--- config.mk ---
export PLATFORM = sky130hd
export DESIGN_NAME = urd_mod
export DESIGN_NICKNAME = d
export VERILOG_FILES = /design/src/urd_pkg.sv /design/src/urd_mod.sv
export SDC_FILE = /design/constraint.sdc
export NUM_CORES = 1
export LEC_CHECK = 0
export BUFFER_PORTS_ARGS = -buffer_cell sky130_fd_sc_hd__buf_2
export CAP_MARGIN = 25
export CORE_UTILIZATION = 52
export CTS_BUF_LIST = sky130_fd_sc_hd__clkbuf_4
export CTS_CLUSTER_DIAMETER = 30
export DETAILED_ROUTE_END_ITERATION = 7
export HOLD_SLACK_MARGIN = 0.02
export PLACE_DENSITY = 0.8
export SLEW_MARGIN = 20
export SYNTH_ARGS = -nofsm -noshare
export SYNTH_HDL_FRONTEND = slang
export SYNTH_SLANG_ARGS = --single-unit
--- constraint.sdc ---
create_clock -name i_clk -period 2.3 [get_ports i_clk]
set_clock_uncertainty 0.2 [all_clocks]
set_input_delay 0.345 -clock i_clk [delete_from_list [all_inputs] [get_ports i_clk]]
set_output_delay 0.345 -clock i_clk [all_outputs]
set_load 0.05 [all_outputs]
--- src/urd_pkg.sv ---
`timescale 1ns / 1ps
// Shared types and constants of the unique random draw pool.
package urd_pkg;

    localparam int VW        = 11;   // value, range and count width
    localparam int WORD_W    = 32;   // random word width
    localparam int STEP_W    = 5;    // modulo step counter width
    localparam int CFG_IDX_W = 4;

    typedef logic [VW-1:0]        t_value;
    typedef logic [WORD_W-1:0]    t_word;
    typedef logic [CFG_IDX_W-1:0] t_cfg_idx;

    localparam logic [STEP_W-1:0] STEP_LAST = STEP_W'(WORD_W - 1);

    localparam t_cfg_idx REG_POOL_RANGE = 4'd0;
    localparam t_cfg_idx REG_DRAW_COUNT = 4'd1;

    localparam logic ACT_START = 1'b0;
    localparam logic ACT_WORD  = 1'b1;

    localparam t_value RANGE_RST = 11'd1024;
    localparam t_value COUNT_RST = 11'd1024;

endpackage

--- src/urd_mod.sv ---
`timescale 1ns / 1ps
// Iterative modulo of a 32-bit word by the pool size, one bit per cycle.
module urd_mod (
    input  logic           i_clk,
    input  logic           i_rst_n,
    input  logic           i_start,
    input  urd_pkg::t_word  i_dividend,
    input  urd_pkg::t_value i_divisor,
    output logic           o_done,
    output urd_pkg::t_value o_rem
);
    import urd_pkg::*;

    logic              r_busy;
    logic              r_done;
    logic [STEP_W-1:0] r_cnt;
    t_word             r_dvd;
    t_value            r_div;
    t_value            r_rem;
    t_value            n_rem;
    logic [VW:0]       shifted;

    // remainder stays below the divisor, so one compare and subtract per bit
    always_comb begin
        shifted = {r_rem, r_dvd[WORD_W-1]};
        if (shifted >= {1'b0, r_div}) begin
            n_rem = VW'(shifted - {1'b0, r_div});
        end else begin
            n_rem = VW'(shifted);
        end
    end

    always_ff @(posedge i_clk) begin
        if (!i_rst_n) begin
            r_busy <= 1'b0;
            r_done <= 1'b0;
        end else begin
            r_done <= 1'b0;
            if (i_start) begin
                r_busy <= 1'b1;
            end else if (r_busy && r_cnt == STEP_LAST) begin
                r_busy <= 1'b0;
                r_done <= 1'b1;
            end
        end
    end

    always_ff @(posedge i_clk) begin
        if (i_start) begin
            r_cnt <= '0;
            r_dvd <= i_dividend;
            r_div <= i_divisor;
            r_rem <= '0;
        end else if (r_busy) begin
            r_cnt <= r_cnt + 1'b1;
            r_dvd <= {r_dvd[WORD_W-2:0], 1'b0};
            r_rem <= n_rem;
        end
    end

    assign o_done = r_done;
    assign o_rem  = r_rem;

endmodule

## After elaboration in Yosys (flattened, before gate mapping)

Cells that the tools add are included.

| word-level totals | value |
|---|---|
| output and inout bits | 12 |
| register bits | 61 |
| logic and storage cells | 21 |

| operators by class | value |
|---|---|
| eq/ne operators | 1 |
| add/sub/neg operators | 2 |
| multiplexer cells | 6 |
| bitwise logic cells | 1 |
| reductions and logical operators | 4 |
| $lt $le $gt $ge | 1 |

Operator list:

| kind | number |
|---|---|
| 32-bit 2-to-1 mux | 2 |
| 12-bit by 11-bit >= comparator with 1-bit output | 1 |
| 11-bit 2-to-1 mux | 1 |
| 11-bit subtractor | 1 |
| 5-bit by 1-bit adder with 5-bit output, second input constant | 1 |
| 5-bit equality test, second input constant | 1 |
| 2-bit nonzero test | 2 |
| 1-bit 2-to-1 mux | 3 |
| 2-bit OR reduction | 1 |
| 1-bit logical AND | 1 |
| 1-bit inverter | 1 |

## Longest topological paths before layout

| depth | value |
|---|---|
| depth in word-level cells | 4 |
| depth in mapped cells | 10 |
| mapped depth without buffers | 9 |

## Least setup slack after synthesis

Ideal clock, no wire load.

| path | value |
|---|---|
| path type | reg-to-reg |
| start | register r_rem[0] (netlist: o_rem[0]) |
| end | register r_rem[10] (netlist: o_rem[10]) |
| setup time | 0.088 ns |
| cell stages (with the launch flop) | 8 |
| required time | 2.012 ns |
| period minus slack after synthesis | 2.741 ns |
| arrival time | 2.453 ns |
| setup slack | -0.441 ns |
| cells stage by stage | dfxtp_1 -> inv_1 -> fa_1 -> nand2b_1 -> a2111oi_2 -> o31ai_2 -> a311o_2 -> a311oi_2 |

| between the ends | value |
|---|---|
| longest elaborated chain between the ends | 2 |
| elaborated cells between the ends (all ways) | 3 |
| classes of those cells | add/sub (1); order compare (1); mux (1) |

Ends and longest elaborated chain:

| element | line | source |
|---|---|---|
| from (decl) | urd_mod.sv:19 | `t_value r_rem;` |
| from (signal assigned) | urd_mod.sv:57 | `r_rem <= n_rem;` |
| 11-bit subtractor or 12-bit by 11-bit >= comparator with 1-bit output (tied branches) | urd_mod.sv:27, urd_mod.sv:26 |  |
| 11-bit 2-to-1 mux * | urd_mod.sv:26 | `if (shifted >= {1'b0, r_div}) begin` |

Every way passes the cells marked *; elsewhere a longest branch is shown, timed or not.
A chain may end at the register's enable or synchronous reset.

## Final worst setup path

| path | value |
|---|---|
| start | register r_div[0] |
| end | register r_rem[10] (netlist: o_rem[10]) |

| between the ends | value |
|---|---|
| longest elaborated chain between the ends | 2 |
| elaborated cells between the ends (all ways) | 3 |
| classes of those cells | add/sub (1); order compare (1); mux (1) |

Ends and longest elaborated chain:

| element | line | source |
|---|---|---|
| from (decl) | urd_mod.sv:18 | `t_value r_div;` |
| from (signal assigned) | urd_mod.sv:52 | `r_div <= i_divisor;` |
| 11-bit subtractor or 12-bit by 11-bit >= comparator with 1-bit output (tied branches) | urd_mod.sv:27, urd_mod.sv:26 |  |
| 11-bit 2-to-1 mux * | urd_mod.sv:26 |  |

Marks and branches as above.

==> results.env <==
GRT_ANTENNA_BEFORE_REPAIR=0
ROUTABILITYCONGESTION=0.857
WL_MET1_MM=2.73
GLOBAL_ROUTE_OVERFLOW=0
SUM_OF_INTERNAL_SWITCHING_AND_LEAKAGE_POWER_uW=3030
SYN_INST=243
YOSYS_REG_BITS=61
DRIVE_ABOVE_1_SHARE_PCT=48.3
YOSYS_TOP_CELL_AREA_SHARE_PCT=42.1
TRITONCTS='done'
MULTIINPUTGATEAREA_UM2=1390
GRTUSAGETOTAL_PCT=21.6
COMBPWRFRAC_PCT=24.9
CORE-AREA_UM2=5610
CELL_INTERNAL_PWR_uW=2210
CTS.ROOT.BUFFER_CELL='clkbuf_4'
TIMING.CRITICAL_PATH.FROM_TYPE='flip-flop'
YS.FLOP_TYPE='edfxtp_1'
SYNTH.AVG_CELL_AREA_UM2=12.6
DIODES=0
BUFFER_AND_INVERTER_COUNT_ON_THE_WORST_PATH=0
REG2REG_SLACK_NS=-0.15
SETUP_VIOL_COUNT_FINAL=10
CTS_MAX_LEVEL=3
CRIT_SLOWEST_CELL='edfxtp_1'
FINALCRITICALPERIOD_NS=2.45
CTS_BUFFER_DEPTH=2
WL_PER_CELL_UM=14.8
WORST_SETUP_PATH_ENDPOINT='o_rem[10]'
SYNTH_TOP_CELLS_BY_COUNT='43 x edfxtp_1, 31 x mux2_2, 20 x nor2_1, 18 x dfxtp_1, 17 x inv_1'
SYNTH_MOST_COMMON_CELL='edfxtp_1'
AREA.SEQUENTIAL_UM2=1670
FLOORPLAN.DIE.HEIGHT_UM=78.8
SHARE_OF_FLIP_FLOPS_WITH_AN_ASYNCHRONOUS_SET_OR_RESET_AFTER_SYNTHESIS_PCT=0
SYNTHESIS.AREA_UM2=3060
MET2ROUTEDLENGTH_MM=3.15
SEQUENTIALPOWERSHARE_PCT=44.2
P_CLK_SHARE_PCT=30.9
NUMBER_OF_SYNTHESIZED_FLOPS_WITH_AN_ENABLE_PIN=43
CRIT_PATH_START='r_div[0]'
FAILED_CHECKS='negative setup slack'
FINALMAXSLEWVIOLATIONS=0
YOSYS.CELL_TYPES.COUNT=51
REPORT.FINAL.HOLD_VIOL_COUNT=0
CRITICAL_PATH.ENDPOINT_TYPE='flip-flop'
POST-SYNTH-TOP-AREA-CELL='edfxtp_1'
FINAL_UTIL_PCT=73.2
CTS_MADE_BUFFERS=9
TIMING_WORST_SETUP_PATH_TYPE='reg -> reg'
WORSTPATHMAXFANOUT=2
VIAS_IN_THE_FIRST_GLOBAL_ROUTE=2186
FP.DIEAREA_UM2=6200
CP_TOP_FAMILY='compound AO/OA/AOI/OAI gates'
DR_TOP_LAYER='met4'
NNETSFINAL=405
DETAILEDROUTE.FIRSTPASSITERATIONCOUNT=4
IOPINCOUNT=58
MAX_CAP_VIOL_COUNT=0
DETAILED_PLACE_HPWL_MM=4.05
CRIT_CHAIN='ha_4 > fa_2 > nand2b_4 > a2111oi_4 > o31ai_2 > a311o_2 > a311oi_2'
NUM_ROWS=27
SYNTH_FP_NETS=303
MAX-VDD-IR-DROP_mV=0.536
WORST_EP_ARRIVAL_TIME_NS=2.58
POST-ROUTE-WORST-SETUP-SLACK_NS=-0.150
FINAL_CELLS=422
DP.CELLS=381
STATUS='finished with violations'
MET3WIRELENGTH_UM=267
POWER_SWITCHING_uW=814
DELAY_OF_THE_SLOWEST_CELL_ON_THE_WORST_PATH_NS=0.44
TIGHTESTPINTRANSITION_NS=0.483
DR_TOTAL_VIAS=2218
TIMING.MAX_SLEW.REL_SLACK_PCT=67.8
SWSHARE_PCT=26.9
WORST-R2R-CELL-COUNT=7
CLKSINKCOUNT=61
CP_NUM_CELLS=7
CRIT-REG2REG-CAPTURE='o_rem[10]'
YOSYS_WARNINGS=0
FINALCRITPERIODSHARE_PCT=107
LARGEST_NET_DEGREE_AT_THE_START_OF_GLOBAL_ROUTING=33
DRT-INITIAL-DRC-COUNT=86
WORSTSKEWPAIRLATENCY_NS=0.41
ROUTE.ANTENNA.REMAINING_NETS=0
R2R_START='r_div[0]'
AVGVIACOUNTPERCELL=5.26
DETAIL_ROUTE.DRC_VIOLATIONS=0
P_PER_AREA_nW_PER_UM2=737
LAYOUT.FILLER_CELLS=396
MAX_FREQ_GHz=0.408
UNREPAIRED_SETUP_ENDPOINTS_AFTER_GLOBAL_ROUTING='yes'
WORST_EP_REQUIRED_TIME_NS=2.43
SYNTH.TOP_CELLS.BY_AREA='edfxtp_1 42%, dfxtp_1 12%, mux2_2 11%, ha_1 5.3%, nor2_1 2.4%'
AREA_DELTA_SYNTH_FINAL_PCT=33.9
FINALWIRELENGTH_MM=6.23
INITIAL_UTILIZATION_PCT=54.6
WORSTHOLDPATHTYPE='in -> reg'
FRACTION_OF_THE_YOSYS_AREA_TAKEN_BY_SEQUENTIAL_CELLS_PCT=53.9
IO_BUFFERS=57
STATIC-LEAKAGE-POWER_uW=0.00173
DIE_WIDTH_UM=78.8
CLK_PIN_SLEW_NS=0.10
GLOBAL_ROUTE_WIRE_LENGTH_BEFORE_REPAIR_MM=9.98
DP_SLACK_NS=-0.198
-- metal layers --
metal,track usage [%],vias up
met4,9.26,0
li1,-,1095
met3,5.29,10
met5,0,-
met1,27.9,1063
met2,34.6,50
-- timing repair --
action	in CTS	in global routing
pin swaps	15	11
cloned	0	0
setup buffers	5	3
endpoints found under the hold margin	20	0
setup endpoints to repair	10	11
gates resized for setup	11	12
hold buffers	19	0
-- cell families after synthesis --
group / share of synthesized area, %
flops: 53.9
simple gates: 9.96
mux: 13.7
compound gates: 9.27
buf+inv: 4.08
fa+ha+maj: 5.96
xor+xnor: 3.14
-- cells in the final DEF, fill, tap and decap left out, types with 3 or more instances in the layout --
master and count:
dfxtp_1 8, nor2_1 20, bufinv_16 3, buf_2 57
nand3_1 4, buf_6 5, a21oi_2 3, edfxtp_1 43
a31oi_1 3, nor2b_1 3, mux2_2 31, dlygate4sd3_1 19
xnor2_1 5, inv_1 15, mux2i_1 6, dfxtp_2 6
a211oi_1 4, o21a_1 3, clkbuf_4 10, ha_1 12
nand2_1 8, dfxtp_4 4, xor2_1 6, buf_4 21
-- per-stage QoR --
stage	setup TNS (ns)	instance area [µm²]	hold WS, ns
after global placement	-0.220	3600	0.282
final	-0.649	4100	0.0319
after CTS	-0.963	4040	0.0216
after detailed placement	-0.540	3600	0.302
after global routing	-1.57	4100	0.0215
after floorplan	-0.154	3110	0.244
-- worst reg2reg max path, stage by stage, from the launching register on --
cell and delay, ns:
edfxtp_1 0.44, ha_4 0.20, fa_2 0.34, nand2b_4 0.16, a2111oi_4 0.37, o31ai_2 0.12
a311o_2 0.33, a311oi_2 0.22
-- how the worst min path moves through the flow --
| stage | endpoint | depth (start not counted) | slack [ns] | startpoint |
|---|---|---|---|---|
| after floorplan | r_div[0] | 0 | 0.24 | i_divisor[0] |
| after global placement | r_cnt[4] | 2 | 0.28 | r_cnt[4] |
| after detailed placement | o_rem[8] | 2 | 0.30 | o_rem[8] |
| after CTS | r_dvd[26] | 2 | 0.02 | i_dividend[26] |
| after global routing | r_dvd[1] | 2 | 0.02 | i_dividend[1] |
| final | r_dvd[0] | 2 | 0.03 | i_dividend[0] |
-- flip-flops by register name, indices dropped and copies added, names as in the netlist --
signal  flops
r_cnt       5
r_busy      1
r_div      11
o_rem      11
o_done      1
r_dvd      32
-- layout make-up --
class / instances / area share [%]
clock buffer: 10 / 1.83
multi-input combinational: 153 / 33.8
tap: 72 / 2.20
inverter: 17 / 1.55
sequential: 61 / 40.8
timing repair buffer: 103 / 17.3
clock inverter: 6 / 2.50
-- power groups by stage --
stage / logic, µW / clock network (µW) / registers (µW)
2_1_floorplan: 377 / 0 / 1410
3_3_place_gp: 616 / 0 / 1350
3_5_place_dp: 629 / 0 / 1360
4_1_cts: 707 / 952 / 1340
5_1_grt: 811 / 997 / 1350
6_report: 752 / 936 / 1340
(Power assumes the default switching activity.)
